===== config.mk =====
export PLATFORM = sky130hd
export DESIGN_NAME = password_lock_command_controller_unit_flat
export DESIGN_NICKNAME = d
export VERILOG_FILES = /design/src/hdl/pllc_pkg.sv /design/src/hdl/pllc_if.sv /design/src/hdl/pllc_core.sv /design/src/hdl/password_lock_command_controller_unit.sv /design/src/flat_wrapper.sv
export SDC_FILE = /design/constraint.sdc
export NUM_CORES = 1
export LEC_CHECK = 0
export BUFFER_PORTS_ARGS = -buffer_cell sky130_fd_sc_hd__buf_2
export CORE_AREA = 2 2 131 133
export CTS_CLUSTER_DIAMETER = 100
export DETAILED_ROUTE_END_ITERATION = 7
export DIE_AREA = 0 0 133 135
export PLACE_DENSITY = 0.79
export SYNTH_ARGS = -nofsm -noshare
export SYNTH_HDL_FRONTEND = slang
export SYNTH_SLANG_ARGS = --single-unit

===== constraint.sdc =====
create_clock -name clk_i -period 3.84 [get_ports clk_i]
set_input_delay 0.192 -clock clk_i [delete_from_list [all_inputs] [get_ports clk_i]]
set_output_delay 0.192 -clock clk_i [all_outputs]
set_load 0.05 [all_outputs]

===== src/hdl/pllc_pkg.sv =====
// Package for the password lock command controller.
// Holds the beat types, command and reply codes, and register reset values.
// No dependencies.
package pllc_pkg;

  // Configuration register indexes.
  localparam int unsigned CfgIdxW = 1;
  localparam logic [CfgIdxW-1:0] CfgAlarmSeconds   = 1'b0;
  localparam logic [CfgIdxW-1:0] CfgDoorMoveSeconds = 1'b1;
  localparam int unsigned CfgDataW = 8;

  localparam logic [7:0] AlarmSecondsRst   = 8'd60;
  localparam logic [7:0] DoorMoveSecondsRst = 8'd15;

  // Command bytes received from the host.
  localparam logic [7:0] CmdGetStatus     = 8'hE1;
  localparam logic [7:0] CmdSetNewPass    = 8'hE2;
  localparam logic [7:0] CmdConfirmPass   = 8'hE4;
  localparam logic [7:0] CmdCheckPass     = 8'hE7;
  localparam logic [7:0] CmdAttemptsEnded = 8'hF0;
  localparam logic [7:0] CmdUnlockDoor    = 8'hF1;

  // Reply bytes sent back to the host.
  localparam logic [7:0] RspNextDigit = 8'hE3;
  localparam logic [7:0] RspMatch     = 8'hE5;
  localparam logic [7:0] RspNoMatch   = 8'hE6;
  localparam logic [7:0] RspLockDoor  = 8'hF2;

  // Tag that marks a stored password as valid, and the erased store value.
  localparam logic [7:0] TagValid  = 8'h23;
  localparam logic [7:0] ErasedVal = 8'hFF;

  // Motor drive codes.
  localparam logic [1:0] MotorStop  = 2'd0;
  localparam logic [1:0] MotorOpen  = 2'd1;
  localparam logic [1:0] MotorClose = 2'd2;

  typedef struct packed {
    logic       func;
    logic [7:0] rx_byte;
    logic       motion;
  } item_t;

  typedef struct packed {
    logic       tx_valid;
    logic [7:0] tx_byte;
    logic       buzz_on;
    logic [1:0] motor_dir;
  } result_t;

endpackage


===== src/hdl/pllc_if.sv =====
// Valid/ready channel interfaces for the password lock command controller.
// The input channel carries command bytes and ticks, the output channel carries results.
// No dependencies.
interface pllc_in_if;
  logic       valid;
  logic       ready;
  logic       func;
  logic [7:0] rx_byte;
  logic       motion;

  modport source (output valid, func, rx_byte, motion, input ready);
  modport sink (input valid, func, rx_byte, motion, output ready);
endinterface

interface pllc_out_if;
  logic       valid;
  logic       ready;
  logic       tx_valid;
  logic [7:0] tx_byte;
  logic       buzz_on;
  logic [1:0] motor_dir;

  modport source (output valid, tx_valid, tx_byte, buzz_on, motor_dir, input ready);
  modport sink (input valid, tx_valid, tx_byte, buzz_on, motor_dir, output ready);
endinterface


===== src/hdl/pllc_core.sv =====
// Command state machine with the password entry, stored and active password registers.
// Processes one registered beat per step and returns its result combinationally.
// Depends on pllc_pkg.
module pllc_core #(
  parameter int unsigned DIGITS = 5
) (
  input  logic            clk_i,
  input  logic            rst_ni,
  input  logic            step_i,
  input  pllc_pkg::item_t item_i,
  input  logic [7:0]      alarm_seconds_i,
  input  logic [7:0]      door_move_seconds_i,
  output pllc_pkg::result_t result_o
);
  import pllc_pkg::*;

  localparam int unsigned CntW = $clog2(DIGITS + 1);
  localparam int unsigned IdxW = $clog2(DIGITS);
  localparam logic [CntW-1:0] DigitsC = CntW'(DIGITS);

  // Phase codes.
  localparam logic [3:0] PhIdle     = 4'd0;
  localparam logic [3:0] PhNew      = 4'd1;
  localparam logic [3:0] PhWaitConf = 4'd2;
  localparam logic [3:0] PhConf     = 4'd3;
  localparam logic [3:0] PhCheck    = 4'd4;
  localparam logic [3:0] PhAlarm    = 4'd5;
  localparam logic [3:0] PhOpen     = 4'd6;
  localparam logic [3:0] PhClear    = 4'd7;
  localparam logic [3:0] PhClose    = 4'd8;

  logic [3:0]      phase_q, phase_d;
  logic [CntW-1:0] cnt_q, cnt_d;
  logic [7:0]      ticks_q, ticks_d;

  logic [7:0] first_q  [DIGITS];
  logic [7:0] second_q [DIGITS];
  logic [7:0] stored_q [DIGITS];
  logic [7:0] active_q [DIGITS];
  logic [7:0] first_tag_q;
  logic [7:0] stored_tag_q;

  logic first_we, first_tag_we, second_we, store_we, load_active;
  logic eq_first_second, eq_second_active, ok;
  logic [IdxW-1:0] wr_idx;

  assign wr_idx = cnt_q[IdxW-1:0];

  // Digit compares are independent per position.
  always_comb begin
    eq_first_second  = 1'b1;
    eq_second_active = 1'b1;
    for (int i = 0; i < DIGITS; i++) begin
      if (first_q[i] != second_q[i]) eq_first_second = 1'b0;
      if (second_q[i] != active_q[i]) eq_second_active = 1'b0;
    end
  end

  always_comb begin
    phase_d      = phase_q;
    cnt_d        = cnt_q;
    ticks_d      = ticks_q;
    first_we     = 1'b0;
    first_tag_we = 1'b0;
    second_we    = 1'b0;
    store_we     = 1'b0;
    load_active  = 1'b0;
    ok           = 1'b0;
    result_o     = '0;

    unique case (phase_q)
      PhIdle: begin
        if (!item_i.func) begin
          unique case (item_i.rx_byte)
            CmdGetStatus: begin
              result_o.tx_valid = 1'b1;
              result_o.tx_byte  = stored_tag_q;
              load_active       = (stored_tag_q == TagValid);
            end
            CmdSetNewPass: begin
              phase_d = PhNew;
              cnt_d   = '0;
            end
            CmdCheckPass: begin
              phase_d = PhCheck;
              cnt_d   = '0;
            end
            CmdAttemptsEnded: begin
              ticks_d = alarm_seconds_i;
              phase_d = (alarm_seconds_i == 8'd0) ? PhIdle : PhAlarm;
            end
            CmdUnlockDoor: begin
              ticks_d = door_move_seconds_i;
              phase_d = (door_move_seconds_i == 8'd0) ? PhClear : PhOpen;
            end
            default: begin
            end
          endcase
        end
      end
      PhNew, PhConf, PhCheck: begin
        if (!item_i.func) begin
          if (cnt_q < DigitsC) begin
            first_we          = (phase_q == PhNew);
            second_we         = (phase_q != PhNew);
            cnt_d             = cnt_q + 1'b1;
            result_o.tx_valid = 1'b1;
            result_o.tx_byte  = RspNextDigit;
          end else if (phase_q == PhNew) begin
            first_tag_we = 1'b1;
            cnt_d        = '0;
            phase_d      = PhWaitConf;
          end else begin
            ok = (phase_q == PhConf) ? eq_first_second : eq_second_active;
            result_o.tx_valid = 1'b1;
            result_o.tx_byte  = ok ? RspMatch : RspNoMatch;
            store_we = ok && (phase_q == PhConf);
            cnt_d    = '0;
            phase_d  = PhIdle;
          end
        end
      end
      PhWaitConf: begin
        if (!item_i.func && item_i.rx_byte == CmdConfirmPass) begin
          cnt_d   = '0;
          phase_d = PhConf;
        end
      end
      PhAlarm, PhOpen, PhClose: begin
        if (item_i.func) begin
          if (ticks_q <= 8'd1) begin
            ticks_d = 8'd0;
            phase_d = (phase_q == PhOpen) ? PhClear : PhIdle;
          end else begin
            ticks_d = ticks_q - 8'd1;
          end
        end
      end
      PhClear: begin
      end
      default: begin
        phase_d = PhIdle;
      end
    endcase

    // Once the door is open and the doorway is clear, close it on this beat.
    if (phase_d == PhClear && !item_i.motion) begin
      result_o.tx_valid = 1'b1;
      result_o.tx_byte  = RspLockDoor;
      ticks_d = door_move_seconds_i;
      phase_d = (door_move_seconds_i == 8'd0) ? PhIdle : PhClose;
    end

    result_o.buzz_on   = (phase_d == PhAlarm);
    result_o.motor_dir = (phase_d == PhOpen)  ? MotorOpen :
                         (phase_d == PhClose) ? MotorClose : MotorStop;
  end

  always_ff @(posedge clk_i or negedge rst_ni) begin
    if (!rst_ni) begin
      phase_q <= PhIdle;
      cnt_q   <= '0;
      ticks_q <= 8'd0;
    end else if (step_i) begin
      phase_q <= phase_d;
      cnt_q   <= cnt_d;
      ticks_q <= ticks_d;
    end
  end

  // Entry registers are always written before they are read.
  always_ff @(posedge clk_i) begin
    if (step_i && first_we) first_q[wr_idx] <= item_i.rx_byte;
    if (step_i && second_we) second_q[wr_idx] <= item_i.rx_byte;
    if (step_i && first_tag_we) first_tag_q <= item_i.rx_byte;
  end

  always_ff @(posedge clk_i or negedge rst_ni) begin
    if (!rst_ni) begin
      for (int i = 0; i < DIGITS; i++) begin
        stored_q[i] <= ErasedVal;
        active_q[i] <= 8'd0;
      end
      stored_tag_q <= ErasedVal;
    end else if (step_i) begin
      if (store_we) begin
        for (int i = 0; i < DIGITS; i++) begin
          stored_q[i] <= first_q[i];
          active_q[i] <= first_q[i];
        end
        stored_tag_q <= first_tag_q;
      end else if (load_active) begin
        for (int i = 0; i < DIGITS; i++) active_q[i] <= stored_q[i];
      end
    end
  end

endmodule


===== src/hdl/password_lock_command_controller_unit.sv =====
// Top level of the password lock command controller: input register, configuration
// registers, the command core and the result register.
// Depends on pllc_pkg, pllc_if.sv and pllc_core.
//
// The controller takes one beat per cycle on item_i while result_o is not stalled:
// either a received serial command byte (func = 0) or a one-second tick (func = 1),
// with the motion sensor level sampled on every beat. Every accepted beat yields
// exactly one result beat on result_o with the reply byte (when tx_valid is set), the
// buzzer level and the motor drive. The path is an input register followed by a
// result register, and a new beat is taken every cycle while result_o is not stalled.
// When result_o is stalled the result register holds its beat, and the input
// register then holds back item_i once it holds a beat. The password store is
// held in flip-flops and is erased (all 0xFF) by reset, so no clearing pass is needed.
// The alarm and door timing registers are written through cfg_we_i/cfg_idx_i/cfg_wdata_i
// and should only be written while no beat is in flight.
module password_lock_command_controller_unit #(
  parameter int unsigned DIGITS = 5
) (
  input  logic                          clk_i,
  input  logic                          rst_ni,
  pllc_in_if.sink                       item_i,
  pllc_out_if.source                    result_o,
  input  logic                          cfg_we_i,
  input  logic [pllc_pkg::CfgIdxW-1:0]  cfg_idx_i,
  input  logic [pllc_pkg::CfgDataW-1:0] cfg_wdata_i
);
  import pllc_pkg::*;

  logic [7:0] alarm_seconds_q;
  logic [7:0] door_move_seconds_q;

  logic    in_vld_q;
  item_t   in_q;
  logic    out_vld_q;
  result_t out_q;
  result_t core_res;
  logic    step;

  // The core advances when a beat is held and the result register is free or draining.
  assign step         = in_vld_q && (!out_vld_q || result_o.ready);
  assign item_i.ready = !in_vld_q || step;

  always_ff @(posedge clk_i or negedge rst_ni) begin
    if (!rst_ni) begin
      alarm_seconds_q     <= AlarmSecondsRst;
      door_move_seconds_q <= DoorMoveSecondsRst;
    end else if (cfg_we_i) begin
      unique case (cfg_idx_i)
        CfgAlarmSeconds:    alarm_seconds_q     <= cfg_wdata_i;
        CfgDoorMoveSeconds: door_move_seconds_q <= cfg_wdata_i;
        default: begin
        end
      endcase
    end
  end

  always_ff @(posedge clk_i or negedge rst_ni) begin
    if (!rst_ni) begin
      in_vld_q <= 1'b0;
    end else if (item_i.ready) begin
      in_vld_q <= item_i.valid;
    end
  end

  always_ff @(posedge clk_i) begin
    if (item_i.ready && item_i.valid) begin
      in_q.func    <= item_i.func;
      in_q.rx_byte <= item_i.rx_byte;
      in_q.motion  <= item_i.motion;
    end
  end

  pllc_core #(
    .DIGITS(DIGITS)
  ) u_core (
    .clk_i              (clk_i),
    .rst_ni             (rst_ni),
    .step_i             (step),
    .item_i             (in_q),
    .alarm_seconds_i    (alarm_seconds_q),
    .door_move_seconds_i(door_move_seconds_q),
    .result_o           (core_res)
  );

  always_ff @(posedge clk_i or negedge rst_ni) begin
    if (!rst_ni) begin
      out_vld_q <= 1'b0;
    end else if (step) begin
      out_vld_q <= 1'b1;
    end else if (result_o.ready) begin
      out_vld_q <= 1'b0;
    end
  end

  always_ff @(posedge clk_i) begin
    if (step) out_q <= core_res;
  end

  assign result_o.valid     = out_vld_q;
  assign result_o.tx_valid  = out_q.tx_valid;
  assign result_o.tx_byte   = out_q.tx_byte;
  assign result_o.buzz_on   = out_q.buzz_on;
  assign result_o.motor_dir = out_q.motor_dir;

endmodule

===== src/flat_wrapper.sv =====
// flat-port wrapper written by rule: the top's interface ports become plain ports
module password_lock_command_controller_unit_flat import pllc_pkg::*;
#(
  parameter int unsigned DIGITS = 5
)
  (clk_i, rst_ni, cfg_we_i, cfg_idx_i, cfg_wdata_i, item_i_valid, item_i_func, item_i_rx_byte, item_i_motion, item_i_ready, result_o_valid, result_o_tx_valid, result_o_tx_byte, result_o_buzz_on, result_o_motor_dir, result_o_ready);
  pllc_in_if item_i_i ();
  pllc_out_if result_o_i ();
  input  logic clk_i;
  input  logic rst_ni;
  input  logic cfg_we_i;
  input  logic [pllc_pkg::CfgIdxW-1:0] cfg_idx_i;
  input  logic [pllc_pkg::CfgDataW-1:0] cfg_wdata_i;
  input wire logic [$bits(item_i_i.valid)-1:0] item_i_valid;
  input wire logic [$bits(item_i_i.func)-1:0] item_i_func;
  input wire logic [$bits(item_i_i.rx_byte)-1:0] item_i_rx_byte;
  input wire logic [$bits(item_i_i.motion)-1:0] item_i_motion;
  output wire logic [$bits(item_i_i.ready)-1:0] item_i_ready;
  output wire logic [$bits(result_o_i.valid)-1:0] result_o_valid;
  output wire logic [$bits(result_o_i.tx_valid)-1:0] result_o_tx_valid;
  output wire logic [$bits(result_o_i.tx_byte)-1:0] result_o_tx_byte;
  output wire logic [$bits(result_o_i.buzz_on)-1:0] result_o_buzz_on;
  output wire logic [$bits(result_o_i.motor_dir)-1:0] result_o_motor_dir;
  input wire logic [$bits(result_o_i.ready)-1:0] result_o_ready;
  assign item_i_i.valid = item_i_valid;
  assign item_i_i.func = item_i_func;
  assign item_i_i.rx_byte = item_i_rx_byte;
  assign item_i_i.motion = item_i_motion;
  assign item_i_ready = item_i_i.ready;
  assign result_o_valid = result_o_i.valid;
  assign result_o_tx_valid = result_o_i.tx_valid;
  assign result_o_tx_byte = result_o_i.tx_byte;
  assign result_o_buzz_on = result_o_i.buzz_on;
  assign result_o_motor_dir = result_o_i.motor_dir;
  assign result_o_i.ready = result_o_ready;
  password_lock_command_controller_unit #(.DIGITS(DIGITS)) u_core (.clk_i(clk_i), .rst_ni(rst_ni), .item_i(item_i_i), .result_o(result_o_i), .cfg_we_i(cfg_we_i), .cfg_idx_i(cfg_idx_i), .cfg_wdata_i(cfg_wdata_i));
endmodule

==> impl_results.md <==
- Post-Syn Area per Cell: 11.53 um2
- Final critical-path share of the clock period: 82.80%
- DRC violations left: 0
- Worst R2R Path Depth: 7
- Post-layout util: 70.81%
- RSZ-0062 raised after global routing: no
- Initial Util: 61.55%
- GPL Wtd Cong: 0.9124
- Setup TNS: 0 ns
- Distinct cell type count after synthesis: 62
- Critical path, cell by cell: inv_2, or4b_1, nor3_1, o21ai_0, and3_1, o41a_4, a221o_1
- R2R setup slack: 0.66 ns
- I/O pins: 38
- Seq/Total Area, Yosys: 63.39%
- Total die area: 17960 um2
- CTS resizes: 0
- WL final: 23500 um
- CP max FO: 17
- CP arrival: 3.57 ns
- FILL cells: 1089
- DR iter-0 viols: 662
- DR vias/cell: 6.050
- Number of I/O port buffers: 37
- Worst Hold Class: input port to flip-flop
- CTS tree: done
- Core Region: 16410 um2
- Worst Setup End Kind: flip-flop
- VDD IR max: 0.3951 mV
- Initial antenna violation count: 0
- Post-Syn Area: 10100 um2
- Peak per-stage delay on the critical path: 0.81 ns
- Critical Path Source Type: flip-flop
- Yosys reg bits: 231
- Status: complete, no violations
- N_diodes: 0
- Die H: 135 um
- Syn nets: 903
- Most common cell after layout, fill and taps aside: nand2_1
- Max-cap violations: 0
- Worst-Margin Slew: 0.7425 ns
- Async set or reset register ratio after synthesis: 52.38%
- Post-CTS Setup Inserts: 0
- Cells after Synth: 876
- Post-synth EDFFs: 110
- Fmax: 314.5 MHz
- Cts bufs inserted: 25
- CTS root buffer: clkbuf_16
- First-pass GRT wire length: 37430 um
- Global route overflow: 0
- Ys flop type: edfxtp_1
- Worst-path clk slew: 0.06 ns
- Skew final: 0.008293 ns
- Final Power: 5442 uW
- Fin nets: 969
- Hpwl dp: 14950 um
- CTS H-tree lvls: 1
- Reg2reg end: u_core.u_core.ticks_q[6]
- Site Rows: 47
- Critical Path RT: 4.23 ns
- Slew HR: 50.36%
- Setup CP Type: flip-flop to flip-flop
- DRT Pass-1 Iters: 7
- Dpl cells: 1113
- Vias in the first global route: 6900
- Final Non-Filler Cells: 1180
- CP Launch Point: u_core.in_q[1]
- Layout cells sized above 1: 18.85%
- Worst-skew pair later-pin latency: 0.51 ns
- Synth area leaders: edfxtp_1 (33%), dfrtp_1 (16%), dfstp_2 (15%), nand2_1 (6.4%), nor2_1 (4.4%)
- Reg-to-Reg Start: u_core.in_q[1]
- Antenna-violating nets left: 0
- Area growth syn-to-layout: 15.04%
- Share of the synthesized area in the top cell type: 32.71%
- Most frequent cells in the layout: nand2_1 (170), nor2_1 (118), edfxtp_1 (110), dfrtp_1 (65), dfstp_2 (56)
- Yosys top cell by area: edfxtp_1
- Leak pwr: 0.004777 uW
- Pin count of the biggest net entering global routing: 60
- Critical path endpoint: u_core.u_core.ticks_q[6]
- Clock Tree Buf Depth: 3
- Pwr dens: 468.4 nW/um2
- Via count: 7139
- WL per Instance: 19.92 um
- Slowest cell on crit path: edfxtp_1
- Die W: 133 um
- Yosys warns: 0
- Post-layout min period: 3.180 ns
- Final setup fails: 0
- GRT Total Usage: 27.10%
- # clock sinks: 231
- Max-slew violations: 0
- Final hold viol count: 0
==> stage by stage <==
step / worst slack, ns / hold WS (ns) / instance area, um2
floorplan: 0.8300 / -0.1036 / 10100
global placement: 0.7710 / 0.2780 / 10550
detailed placement: 0.7059 / 0.2814 / 10550
CTS: 0.7020 / 0.1846 / 11620
global route: 0.4786 / 0.2196 / 11620
finish: 0.6603 / 0.2086 / 11620
==> how the worst min path moves through the flow <==
stage | end | startpoint | cells past startpoint | slack, ns
2_1_floorplan | u_core.alarm_seconds_q[0] | rst_ni | 0 | -0.10
3_3_place_gp | u_core.u_core.active_q[17] | rst_ni | 1 | 0.28
3_5_place_dp | u_core.u_core.active_q[17] | rst_ni | 1 | 0.28
4_1_cts | u_core.alarm_seconds_q[0] | cfg_idx_i | 3 | 0.18
5_1_grt | u_core.alarm_seconds_q[7] | cfg_idx_i | 3 | 0.22
6_report | u_core.alarm_seconds_q[7] | cfg_idx_i | 3 | 0.21
==> state kept, by name, indices dropped and copies added, names as in the netlist <==
signal,cells
u_core.u_core.cnt_q,3
u_core.u_core.first_tag_q,8
u_core.u_core.phase_q,4
u_core.in_q,10
u_core.alarm_seconds_q,8
u_core.result_o.tx_byte,8
u_core.u_core.first_q,40
u_core.u_core.stored_q,40
u_core.u_core.second_q,40
u_core.u_core.stored_tag_q,8
u_core.u_core.ticks_q,8
u_core.door_move_seconds_q,8
u_core.u_core.active_q,40
u_core.result_o.tx_valid,1
u_core.in_vld_q,1
u_core.result_o.buzz_on,1
u_core.result_o.valid,1
u_core.result_o.motor_dir,2
==> report_power, final <==
group	internal, uW	switching, uW
Clock	1510	948
Combinational	100	161
Sequential	2660	64.8
==> worst max-delay path, delay by kind of cell, from the launching register on <==
kind	cells	cell delay, ns
flops	1	0.81
simple gates	3	1.29
compound gates	3	0.90
buf+inv	1	0.07
==> cells in the mapped netlist, drive strengths merged, types with 7 or more instances <==
| master | number |
|---|---|
| nand2 | 171 |
| nor2 | 118 |
| edfxtp | 110 |
| dfrtp | 65 |
| dfstp | 56 |
| xnor2 | 45 |
| xor2 | 41 |
| o22ai | 40 |
| clkbuf | 27 |
| nor4 | 23 |
| mux2 | 17 |
| nand4 | 14 |
| buf | 13 |
| nand3 | 12 |
| nor3 | 10 |
| inv | 9 |
| mux2i | 9 |
| o21ai | 8 |
| a221o | 7 |
==> metal layers <==
metal,global-route usage [%],vias to the layer above,part of all wire (%)
met5,0.5556,-,0
met2,44.56,306,48
met4,6.930,0,2.6
met1,37.97,3551,41
met3,4.805,51,7.8
li1,-,3231,-
==> cells by family after synthesis <==
logic type	share of synthesized area, %
XOR/XNOR	7.459
multiplexers	2.788
AO/OA/AOI/OAI	6.579
AND/OR/NAND/NOR	17.41
flip-flops	63.39
buffers and inverters	2.007
adder cells (fa/ha/maj)	0.3717
==> cell type report <==
cell class / instances / area, um2 / area share (%)
multi-input cells: 596 / 3497 / 30.10
well taps: 220 / 275.3 / 2.369
clock inverters: 13 / 138.9 / 1.195
flip-flops and latches: 231 / 6401 / 55.10
clock buffers: 32 / 713.2 / 6.139
inverters: 9 / 33.78 / 0.2908
repair buffers: 79 / 558.0 / 4.803
==> repair_timing <==
item                                    CTS  global route
hold buffers                             22             0
endpoints found under the hold margin    54             0
endpoints found under the setup margin    0             0
Power figures use the tool's default switching activity.
